===== config.mk =====
export PLATFORM = sky130hd
export DESIGN_NAME = text_cell_row_pixel_generator_flat
export DESIGN_NICKNAME = d
export VERILOG_FILES = /design/src/rtl/tcrpg_pkg.sv /design/src/rtl/tcrpg_if.sv /design/src/rtl/text_cell_row_pixel_generator.sv /design/src/flat_wrapper.sv
export SDC_FILE = /design/constraint.sdc
export NUM_CORES = 1
export LEC_CHECK = 0
export BUFFER_PORTS_ARGS = -buffer_cell sky130_fd_sc_hd__buf_4
export CAP_MARGIN = 20
export CORE_UTILIZATION = 35
export DETAILED_ROUTE_END_ITERATION = 12
export GPL_TIMING_DRIVEN = 0
export PLACE_DENSITY = 0.57
export SYNTH_ARGS = -nofsm -noshare
export SYNTH_HDL_FRONTEND = slang
export SYNTH_SLANG_ARGS = --single-unit

===== constraint.sdc =====
create_clock -name clk -period 5.3 [get_ports clk]
set_clock_uncertainty 0.05 [all_clocks]
set_input_delay 1.06 -clock clk [delete_from_list [all_inputs] [get_ports clk]]
set_output_delay 1.06 -clock clk [all_outputs]
set_load 0.01 [all_outputs]

===== src/rtl/tcrpg_pkg.sv =====
package tcrpg_pkg;

  localparam int unsigned CODE_W    = 16;
  localparam int unsigned ATTR_W    = 8;
  localparam int unsigned GLYPH_W   = 8;
  localparam int unsigned ROW_W     = 5;
  localparam int unsigned BLINK_W   = 5;
  localparam int unsigned COLOR_W   = 4;
  localparam int unsigned NPIX      = GLYPH_W;
  localparam int unsigned PIXELS_W  = NPIX * COLOR_W;
  localparam int unsigned CFG_IDX_W = 3;
  localparam int unsigned CFG_DAT_W = 8;

  // register indexes
  localparam logic [CFG_IDX_W-1:0] REG_ATTR_MODE   = 3'd0;
  localparam logic [CFG_IDX_W-1:0] REG_FRAME_BG    = 3'd1;
  localparam logic [CFG_IDX_W-1:0] REG_HIGHLIGHT   = 3'd2;
  localparam logic [CFG_IDX_W-1:0] REG_SHORT_FONT  = 3'd3;

  localparam logic [2:0] ATTR_MODE_FLAG = 3'd1;

  // flag bits in the low attribute nibble (flag mode)
  localparam int unsigned FLAG_SECRET    = 0;
  localparam int unsigned FLAG_BLINK     = 1;
  localparam int unsigned FLAG_REVERSE   = 2;
  localparam int unsigned FLAG_HIGHLIGHT = 3;

  localparam logic [CODE_W-1:0]  CODE_NULL     = 16'h0000;
  localparam logic [CODE_W-1:0]  CODE_SPACE    = 16'h0020;
  localparam logic [1:0]         BLINK_OFF_PH  = 2'b01;

  typedef struct packed {
    logic [CODE_W-1:0]  char_code;
    logic [ATTR_W-1:0]  attribute;
    logic [GLYPH_W-1:0] font_row;
    logic [ROW_W-1:0]   row_in_line;
    logic [BLINK_W-1:0] blink_count;
  } cell_t;

  typedef struct packed {
    logic [PIXELS_W-1:0] pixels;
    logic                drawn;
  } result_t;

endpackage


===== src/rtl/tcrpg_if.sv =====
interface tcrpg_cell_if
  import tcrpg_pkg::*;
  ();
  logic               valid;
  logic               ready;
  logic [CODE_W-1:0]  char_code;
  logic [ATTR_W-1:0]  attribute;
  logic [GLYPH_W-1:0] font_row;
  logic [ROW_W-1:0]   row_in_line;
  logic [BLINK_W-1:0] blink_count;

  modport source (output valid, char_code, attribute, font_row, row_in_line, blink_count,
                  input ready);
  modport sink (input valid, char_code, attribute, font_row, row_in_line, blink_count,
                output ready);
endinterface

interface tcrpg_pix_if
  import tcrpg_pkg::*;
  ();
  logic                valid;
  logic                ready;
  logic [PIXELS_W-1:0] pixels;
  logic                drawn;

  modport source (output valid, pixels, drawn, input ready);
  modport sink (input valid, pixels, drawn, output ready);
endinterface

interface tcrpg_cfg_if
  import tcrpg_pkg::*;
  ();
  logic                 valid;
  logic                 ready;
  logic [CFG_IDX_W-1:0] index;
  logic [CFG_DAT_W-1:0] data;

  modport source (output valid, index, data, input ready);
  modport sink (input valid, index, data, output ready);
endinterface


===== src/rtl/text_cell_row_pixel_generator.sv =====
// channel    role    payload
// cell_chan  sink    char_code, attribute, font_row, row_in_line, blink_count
// pix_chan   source  pixels, drawn
// cfg_chan   sink    index, data (register write, always ready)
//
// the cell passes two registers: input register, then result register
// one cell per cycle sustained while pix_chan is ready; the color/glyph logic sits between the two registers
// rst is synchronous and clears both valid flags and the config registers
// a stalled result holds in the result register while the input register still fills
// cell_chan.ready drops only when both registers hold an item and the result is stalled
module text_cell_row_pixel_generator
  import tcrpg_pkg::*;
(
  input  logic         clk,
  input  logic         rst,
  tcrpg_cell_if.sink   cell_chan,
  tcrpg_pix_if.source  pix_chan,
  tcrpg_cfg_if.sink    cfg_chan
);

  logic [2:0]         attr_mode;
  logic [COLOR_W-1:0] frame_background;
  logic [ROW_W-1:0]   highlight_row;
  logic               short_font;

  cell_t   cell_q;
  logic    cell_valid;
  result_t res_q;
  logic    res_valid;
  result_t res_next;

  logic advance;

  assign cfg_chan.ready = 1'b1;

  always_ff @(posedge clk) begin
    if (rst) begin
      attr_mode        <= '0;
      frame_background <= '0;
      highlight_row    <= '0;
      short_font       <= 1'b0;
    end else if (cfg_chan.valid) begin
      unique case (cfg_chan.index)
        REG_ATTR_MODE:  attr_mode        <= cfg_chan.data[2:0];
        REG_FRAME_BG:   frame_background <= cfg_chan.data[COLOR_W-1:0];
        REG_HIGHLIGHT:  highlight_row    <= cfg_chan.data[ROW_W-1:0];
        REG_SHORT_FONT: short_font       <= cfg_chan.data[0];
        default: ;
      endcase
    end
  end

  // result register moves when empty or taken
  assign advance         = !res_valid || pix_chan.ready;
  assign cell_chan.ready = !cell_valid || advance;

  always_ff @(posedge clk) begin
    if (rst) begin
      cell_valid <= 1'b0;
      res_valid  <= 1'b0;
    end else begin
      if (cell_chan.ready) begin
        cell_valid <= cell_chan.valid;
      end
      if (advance) begin
        res_valid <= cell_valid;
      end
    end
  end

  always_ff @(posedge clk) begin
    if (cell_chan.valid && cell_chan.ready) begin
      cell_q.char_code   <= cell_chan.char_code;
      cell_q.attribute   <= cell_chan.attribute;
      cell_q.font_row    <= cell_chan.font_row;
      cell_q.row_in_line <= cell_chan.row_in_line;
      cell_q.blink_count <= cell_chan.blink_count;
    end
    if (advance && cell_valid) begin
      res_q <= res_next;
    end
  end

  logic [COLOR_W-1:0] cbg, cfg_col, bg, fg, hl_color, fg_draw;
  logic [3:0]         flags;
  logic               blank, hl_line, in_font;

  always_comb begin
    if (attr_mode == ATTR_MODE_FLAG) begin
      cbg     = frame_background;
      cfg_col = cell_q.attribute[7:4];
      flags   = cell_q.attribute[3:0];
    end else begin
      cbg     = cell_q.attribute[7:4];
      cfg_col = cell_q.attribute[3:0];
      flags   = '0;
    end

    if (flags[FLAG_REVERSE]) begin
      bg = cfg_col;
      fg = cbg;
    end else begin
      bg = cbg;
      fg = cfg_col;
    end
    hl_color = fg;

    // secret, or blink in its off phase, hides the glyph
    if (flags[FLAG_SECRET] ||
        (flags[FLAG_BLINK] && cell_q.blink_count[4:3] == BLINK_OFF_PH)) begin
      fg_draw = bg;
    end else begin
      fg_draw = fg;
    end

    blank   = (cell_q.char_code == CODE_NULL || cell_q.char_code == CODE_SPACE) &&
              bg == '0 && !flags[FLAG_HIGHLIGHT];
    hl_line = flags[FLAG_HIGHLIGHT] && cell_q.row_in_line == highlight_row;
    // row < 8 or row < 16
    in_font = !cell_q.row_in_line[4] && !(short_font && cell_q.row_in_line[3]);

    res_next.drawn = !blank;
    for (int i = 0; i < NPIX; i++) begin
      priority if (blank) begin
        res_next.pixels[PIXELS_W-1-COLOR_W*i -: COLOR_W] = '0;
      end else if (hl_line) begin
        res_next.pixels[PIXELS_W-1-COLOR_W*i -: COLOR_W] = hl_color;
      end else if (in_font && cell_q.font_row[GLYPH_W-1-i]) begin
        res_next.pixels[PIXELS_W-1-COLOR_W*i -: COLOR_W] = fg_draw;
      end else begin
        res_next.pixels[PIXELS_W-1-COLOR_W*i -: COLOR_W] = bg;
      end
    end
  end

  assign pix_chan.valid  = res_valid;
  assign pix_chan.pixels = res_q.pixels;
  assign pix_chan.drawn  = res_q.drawn;

endmodule


===== src/flat_wrapper.sv =====
// flat-port wrapper written by rule: the top's interface ports become plain ports
module text_cell_row_pixel_generator_flat import tcrpg_pkg::*;
  (clk, rst, cell_chan_valid, cell_chan_char_code, cell_chan_attribute, cell_chan_font_row, cell_chan_row_in_line, cell_chan_blink_count, cell_chan_ready, pix_chan_valid, pix_chan_pixels, pix_chan_drawn, pix_chan_ready, cfg_chan_valid, cfg_chan_index, cfg_chan_data, cfg_chan_ready);
  tcrpg_cell_if cell_chan_i ();
  tcrpg_pix_if pix_chan_i ();
  tcrpg_cfg_if cfg_chan_i ();
  input  logic clk;
  input  logic rst;
  input wire logic [$bits(cell_chan_i.valid)-1:0] cell_chan_valid;
  input wire logic [$bits(cell_chan_i.char_code)-1:0] cell_chan_char_code;
  input wire logic [$bits(cell_chan_i.attribute)-1:0] cell_chan_attribute;
  input wire logic [$bits(cell_chan_i.font_row)-1:0] cell_chan_font_row;
  input wire logic [$bits(cell_chan_i.row_in_line)-1:0] cell_chan_row_in_line;
  input wire logic [$bits(cell_chan_i.blink_count)-1:0] cell_chan_blink_count;
  output wire logic [$bits(cell_chan_i.ready)-1:0] cell_chan_ready;
  output wire logic [$bits(pix_chan_i.valid)-1:0] pix_chan_valid;
  output wire logic [$bits(pix_chan_i.pixels)-1:0] pix_chan_pixels;
  output wire logic [$bits(pix_chan_i.drawn)-1:0] pix_chan_drawn;
  input wire logic [$bits(pix_chan_i.ready)-1:0] pix_chan_ready;
  input wire logic [$bits(cfg_chan_i.valid)-1:0] cfg_chan_valid;
  input wire logic [$bits(cfg_chan_i.index)-1:0] cfg_chan_index;
  input wire logic [$bits(cfg_chan_i.data)-1:0] cfg_chan_data;
  output wire logic [$bits(cfg_chan_i.ready)-1:0] cfg_chan_ready;
  assign cell_chan_i.valid = cell_chan_valid;
  assign cell_chan_i.char_code = cell_chan_char_code;
  assign cell_chan_i.attribute = cell_chan_attribute;
  assign cell_chan_i.font_row = cell_chan_font_row;
  assign cell_chan_i.row_in_line = cell_chan_row_in_line;
  assign cell_chan_i.blink_count = cell_chan_blink_count;
  assign cell_chan_ready = cell_chan_i.ready;
  assign pix_chan_valid = pix_chan_i.valid;
  assign pix_chan_pixels = pix_chan_i.pixels;
  assign pix_chan_drawn = pix_chan_i.drawn;
  assign pix_chan_i.ready = pix_chan_ready;
  assign cfg_chan_i.valid = cfg_chan_valid;
  assign cfg_chan_i.index = cfg_chan_index;
  assign cfg_chan_i.data = cfg_chan_data;
  assign cfg_chan_ready = cfg_chan_i.ready;
  text_cell_row_pixel_generator u_core (.clk(clk), .rst(rst), .cell_chan(cell_chan_i), .pix_chan(pix_chan_i), .cfg_chan(cfg_chan_i));
endmodule

After elaboration in Yosys (flattened, before gate mapping)
Cells that the tools add are included.
{ "op_classes": {"n_eq_ne": 7, "muxes": 22, "reduce_logical": 33} }
{ "op_table": {"columns": ["op", "n"], "rows": [
  ["2-to-1 mux 4 bit", 22],
  ["== test 16 x 6 -> 1 bit, second input constant", 1],
  ["logical AND 1 bit", 16],
  ["zero test 16 bit", 1],
  ["AND reduction 2 bit", 4],
  ["== test 3 x 1 -> 1 bit, second input constant", 2],
  ["== test 3 x 2 -> 1 bit, second input constant", 2],
  ["zero test 1 bit", 6],
  ["== test 5 bit", 1],
  ["zero test 4 bit", 1],
  ["logical OR 1 bit", 4],
  ["zero test 3 bit", 1],
  ["== test 2 x 1 -> 1 bit, second input constant", 1]
]} }
{ "word_totals": {"ff_bits": 90, "input_bits": 58, "wordCells": 75} }

Depth between registers and ports, before layout
{ "depth": {"ltp_word": 7, "depth_mapped": 7, "ltp_nobuf": 5} }

Least setup slack after synthesis
OpenSTA, ideal clock, no wires.
{ "synth_timing": {"path_type": "in2reg", "from": "input pix_chan_ready", "to": "register u_core.res_q (netlist bit u_core.pix_chan.drawn), enable pin", "setup_ps": 427, "arrival_time_ps": 2622, "required_ps": 4823, "slack_ps": 2200, "cell_stages": 2, "path_cell_list": "nor2b_1 nor2b_1"} }
{ "synth_between": {"elab_chain_cells": 2} }
{ "synth_lines": {"columns": ["item", "line", "source"], "rows": [
  ["from (decl)", "flat_wrapper.sv:19", "input wire logic [$bits(pix_chan_i.ready)-1:0] pix_chan_ready;"],
  ["logical OR 1 bit", "text_cell_row_pixel_generator.sv:54", "assign advance = !res_valid || pix_chan.ready;"],
  ["logical AND 1 bit", "text_cell_row_pixel_generator.sv:79", "if (advance && cell_valid) begin"],
  ["to (signal assigned)", "text_cell_row_pixel_generator.sv:80", "res_q <= res_next;"],
  ["to (decl)", "text_cell_row_pixel_generator.sv:28", "result_t res_q;"]
]} }
No other way between the ends.
A chain may end at the register's enable or synchronous reset.

Final worst setup path
{ "layout_timing": {"from": "input pix_chan_ready", "to": "output cell_chan_ready"} }
{ "layout_between": {"elab_chain_cells": 2} }
{ "layout_lines": {"columns": ["item", "line", "source"], "rows": [
  ["logical OR 1 bit", "text_cell_row_pixel_generator.sv:54", null],
  ["logical OR 1 bit", "text_cell_row_pixel_generator.sv:55", "assign cell_chan.ready = !cell_valid || advance;"],
  ["to (decl)", "flat_wrapper.sv:15", "output wire logic [$bits(cell_chan_i.ready)-1:0] cell_chan_ready;"]
]} }
No other way between the ends.

==> key figures <==
Floorplanning
  – Width of the chip: 106 um
  – Top-Level Pins: 94
  – Die Height: 106 um
  – Floorplan die area: 0.0112 sq mm
  – Standard cell core area: around 0.010 sq mm
  – Starting Density: 0.363
  – Rows: 37

STA
  – Worst max-slew margin expressed relative to the limit: 0.270
  – Transition at the pin with the smallest max-transition slack: ~1100 ps
  – Final setup violation count: 0
  – Final count of hold timing violations: 0
  – Final period util: 0.538
  – Crit path time final: between 2000 and 3000 ps
  – Final TNS setup: 0 ps
  – Maximum achievable frequency: 351 MHz
  – Pins Over Slew Limit: 0
  – RSZ-0062 raised after global routing: false

Worst setup path
  – RR Startpoint: u_core.cell_q[20]$_DFFE_PP_
  – Type of element launching the critical path: input pin
  – Worst reg-to-reg path cell count: 6
  – Capture instance of the worst register-to-register path: u_core.pix_chan.pixels[24]$_SDFFCE_PP0P_
  – Critical Path AT: 1740 ps
  – R2R setup slack: 2690 ps
  – Worst-path fanout max: 4
  – WP data required: approximately 4200 ps
  – Critical Path Sink Type: primary output
  – Crit Path Category: in -> out

Finish
  – Fraction of final layout cells sized beyond drive strength 1: 0.297
  – Area of all sequential standard cells: ~0.0024 sq mm
  – Area of the multi-input gates: roughly 0.0013 sq mm
  – Design Area, Final: between 0.004 and 0.005 sq mm
  – # nets final: 447
  – Filler Cell Count: 960
  – Syn-to-layout area delta: 28.5%
  – Antenna diodes: 0
  – Non-filler instance count after layout: 530

Clocking
  – CTS Hold Bufs: 0
  – Clock Latency Late Sink: 350 ps
  – Clock sinks: 86
  – Number of buffers added by the clock tree synthesis step: 9
  – Count of cells resized by post-cts repair: 0
  – Clock-pin slew of the registers on the worst-case setup and hold paths: 80 ps
  – Clock root buffer: sky130_fd_sc_hd__clkbuf_8
  – TritonCTS clock tree: built
  – Total number of H-tree levels: 3
  – CTS Buffer Depth: 2
  – Post-CTS setup buffers: 0

Synth
  – Fraction of the mapped netlist area in simple logic gates: 0.154
  – Post-synthesis async set-or-reset flop share: 0
  – Mapped Nets: 351
  – Mean instance size in the synthesized netlist: 12.9 sq um
  – Portion of netlist area occupied by mux cells: 0.0559
  – Main area contributors after synthesis: sky130_fd_sc_hd__edfxtp_1, sky130_fd_sc_hd__dfxtp_1, sky130_fd_sc_hd__mux2i_1
  – Library cells used by synthesis: 44
  – Post-synth EDFFs: 71
  – Area of the mapped netlist: 0.00378 sq mm
  – Synth warnings: 0
  – Flip-flop cell with the highest count after synthesis: sky130_fd_sc_hd__edfxtp_1
  – Adder-Cell Fraction of Synth Area: 0
  – Main combinational cell family by area after synthesis: simple AND/OR/NAND/NOR gates
  – Cell type with the largest total area after synthesis: sky130_fd_sc_hd__edfxtp_1
  – Post-synthesis cell count: slightly below 300
  – Number of register bits inferred by synthesis: 86
  – Sequential fraction of the synthesis area: 0.643
  – Fraction of synthesized cell area taken by the top area cell type: 0.564
  – Share of the synthesized area in compound gates (AO/OA/AOI/OAI): 0.116
  – XOR/XNOR Fraction of Synth Area: 0.0116

Power and ir drop
  – Total power of the final layout: 1.53 mW
  – Leakage component of the power: 1.81 nW
  – Peak ir drop on the vdd network: 183 uV
  – Power per standard cell area: ~310 mW/mm^2

Placement
  – Total cell area at the placement stage: 0.00460 sq mm
  – Detailed placer's ending HPWL: 5760 um
  – RD Place Congestion: 0.815
  – Number of buffers added on ports: 85
  – Cell total after placement: 514

Route
  – Via-to-Cell Ratio: 5.01
  – Vias: 2653
  – DRC Markers: 0
  – Drt total wl: 7830 um
  – WL/cell: roughly 15 um
  – Number of design-rule violations left by the first detailed-router iteration: about 140
  – First-pass detailed-route iteration total: 4
  – Post-route antenna net violation count: 0

Run
  – Max_cap viols: 0

Global route
  – GRT Util Overall: 0.146
  – First-pass GRT wire length: 12600 um
  – GR Overflow Total: 0
  – Pin count of the biggest net entering global routing: 39
  – Antenna violations before repair: 0
  – Vias in the first global route: between 2000 and 2500

Min path
  – Worst Hold Endpoint: u_core.short_font$_SDFFE_PP0P_
  – Worst hold path type: reg -> reg
  – Worst min-delay path startpoint: u_core.short_font$_SDFFE_PP0P_
  – Instance count along the most critical hold path: 2

Run status
  – Status: finished clean
through the flow:
| stage | utilization | hold WS [ps] | setup WS (ps) |
|---|---|---|---|
| final | 0.467 | 456 | 2450 |
| after global routing | 0.467 | 501 | 2390 |
| after CTS | 0.467 | 462 | 2450 |
| after detailed placement | 0.442 | 442 | 2450 |
| after global placement | 0.441 | 431 | 1590 |
| after floorplan | - | 414 | 2200 |
final cells by class:
| class | instances | area share |
|---|---|---|
| inverter | 3 | 0.00232 |
| clock inverter | 6 | 0.0273 |
| buffer | 11 | 0.0118 |
| sequential | 86 | 0.501 |
| tap | 136 | 0.0350 |
| clock buffer | 10 | 0.0263 |
| timing repair buffer | 85 | 0.131 |
| multi-input combinational | 193 | 0.265 |
layout by cell type, fill, tap and decap left out, types with 2 or more instances in the layout:
cell type / n
sky130_fd_sc_hd__nor3_1: 9
sky130_fd_sc_hd__nand4b_1: 2
sky130_fd_sc_hd__o21bai_1: 9
sky130_fd_sc_hd__nor4_1: 5
sky130_fd_sc_hd__bufinv_16: 4
sky130_fd_sc_hd__dfxtp_1: 15
sky130_fd_sc_hd__o211ai_1: 8
sky130_fd_sc_hd__a21oi_1: 15
sky130_fd_sc_hd__inv_1: 2
sky130_fd_sc_hd__nor2_1: 37
sky130_fd_sc_hd__clkbuf_8: 9
sky130_fd_sc_hd__clkbuf_1: 7
sky130_fd_sc_hd__or3_1: 8
sky130_fd_sc_hd__a211oi_1: 3
sky130_fd_sc_hd__nand3_1: 10
sky130_fd_sc_hd__nor2b_1: 3
sky130_fd_sc_hd__o221a_2: 8
sky130_fd_sc_hd__nor3b_1: 7
sky130_fd_sc_hd__o31a_1: 9
sky130_fd_sc_hd__mux2i_1: 20
sky130_fd_sc_hd__buf_4: 87
sky130_fd_sc_hd__xnor2_1: 4
sky130_fd_sc_hd__nand2_1: 16
sky130_fd_sc_hd__edfxtp_1: 71
state kept, by name, summed over array words and instances (netlist names):
name	flops
u_core.cell_valid	1
u_core.pix_chan.drawn	1
u_core.short_font	1
u_core.highlight_row	5
u_core.frame_background	4
u_core.attr_mode	3
u_core.pix_chan.valid	1
u_core.cell_q	38
u_core.pix_chan.pixels	32
cell usage after synthesis, drive strengths merged (2+ instances only):
cell,count
nor2,37
edfxtp,71
a21oi,15
inv,3
buf,5
nand2,16
and2,2
o21bai,9
xnor2,4
nor2b,4
nand3,10
o31a,9
dfxtp,15
or3,8
clkbuf,6
mux2i,20
nor3b,8
nand4b,2
a211oi,3
o211ai,8
nor3,9
o221a,8
nor4,6
layer usage:
| layer | routed length [um] | up-vias | track usage |
|---|---|---|---|
| met5 | 0 | - | 0 |
| met4 | 57 | 0 | 0.0417 |
| met3 | 377 | 6 | 0.0399 |
| met2 | 3710 | 85 | 0.227 |
| met1 | 3690 | 1242 | 0.200 |
| li1 | - | 1320 | - |
cells by family after synthesis:
kind of cell | Yosys count
buf+inv | 14
mux | 21
compound gates | 58
flops | 86
xor+xnor | 5
simple gates | 108
other cells | 1
worst max path at each step:
stage / startpoint / to / slack [ps] / depth (start not counted)
after detailed placement: pix_chan_ready / cell_chan_ready / 2450 / 4
final: pix_chan_ready / cell_chan_ready / 2450 / 4
after floorplan: pix_chan_ready / u_core.pix_chan.drawn$_DFFE_PP_ / 2200 / 2
after global routing: pix_chan_ready / cell_chan_ready / 2390 / 4
after global placement: pix_chan_ready / u_core.pix_chan.pixels[1]$_SDFFCE_PP0P_ / 1590 / 3
after CTS: pix_chan_ready / cell_chan_ready / 2450 / 4
worst max-delay path, cell delays in order:
cell                      delay [ps]
sky130_fd_sc_hd__buf_4           110
sky130_fd_sc_hd__nor2b_1         300
sky130_fd_sc_hd__nand2_1         110
sky130_fd_sc_hd__buf_4           160
where the power goes:
part	internal [mW]	leakage (nW)	switching [mW]
Clock	0.361	0.129	0.227
Combinational	0.0764	0.881	0.0778
Sequential	0.773	0.800	0.0133
Power figures use the tool's default switching activity.
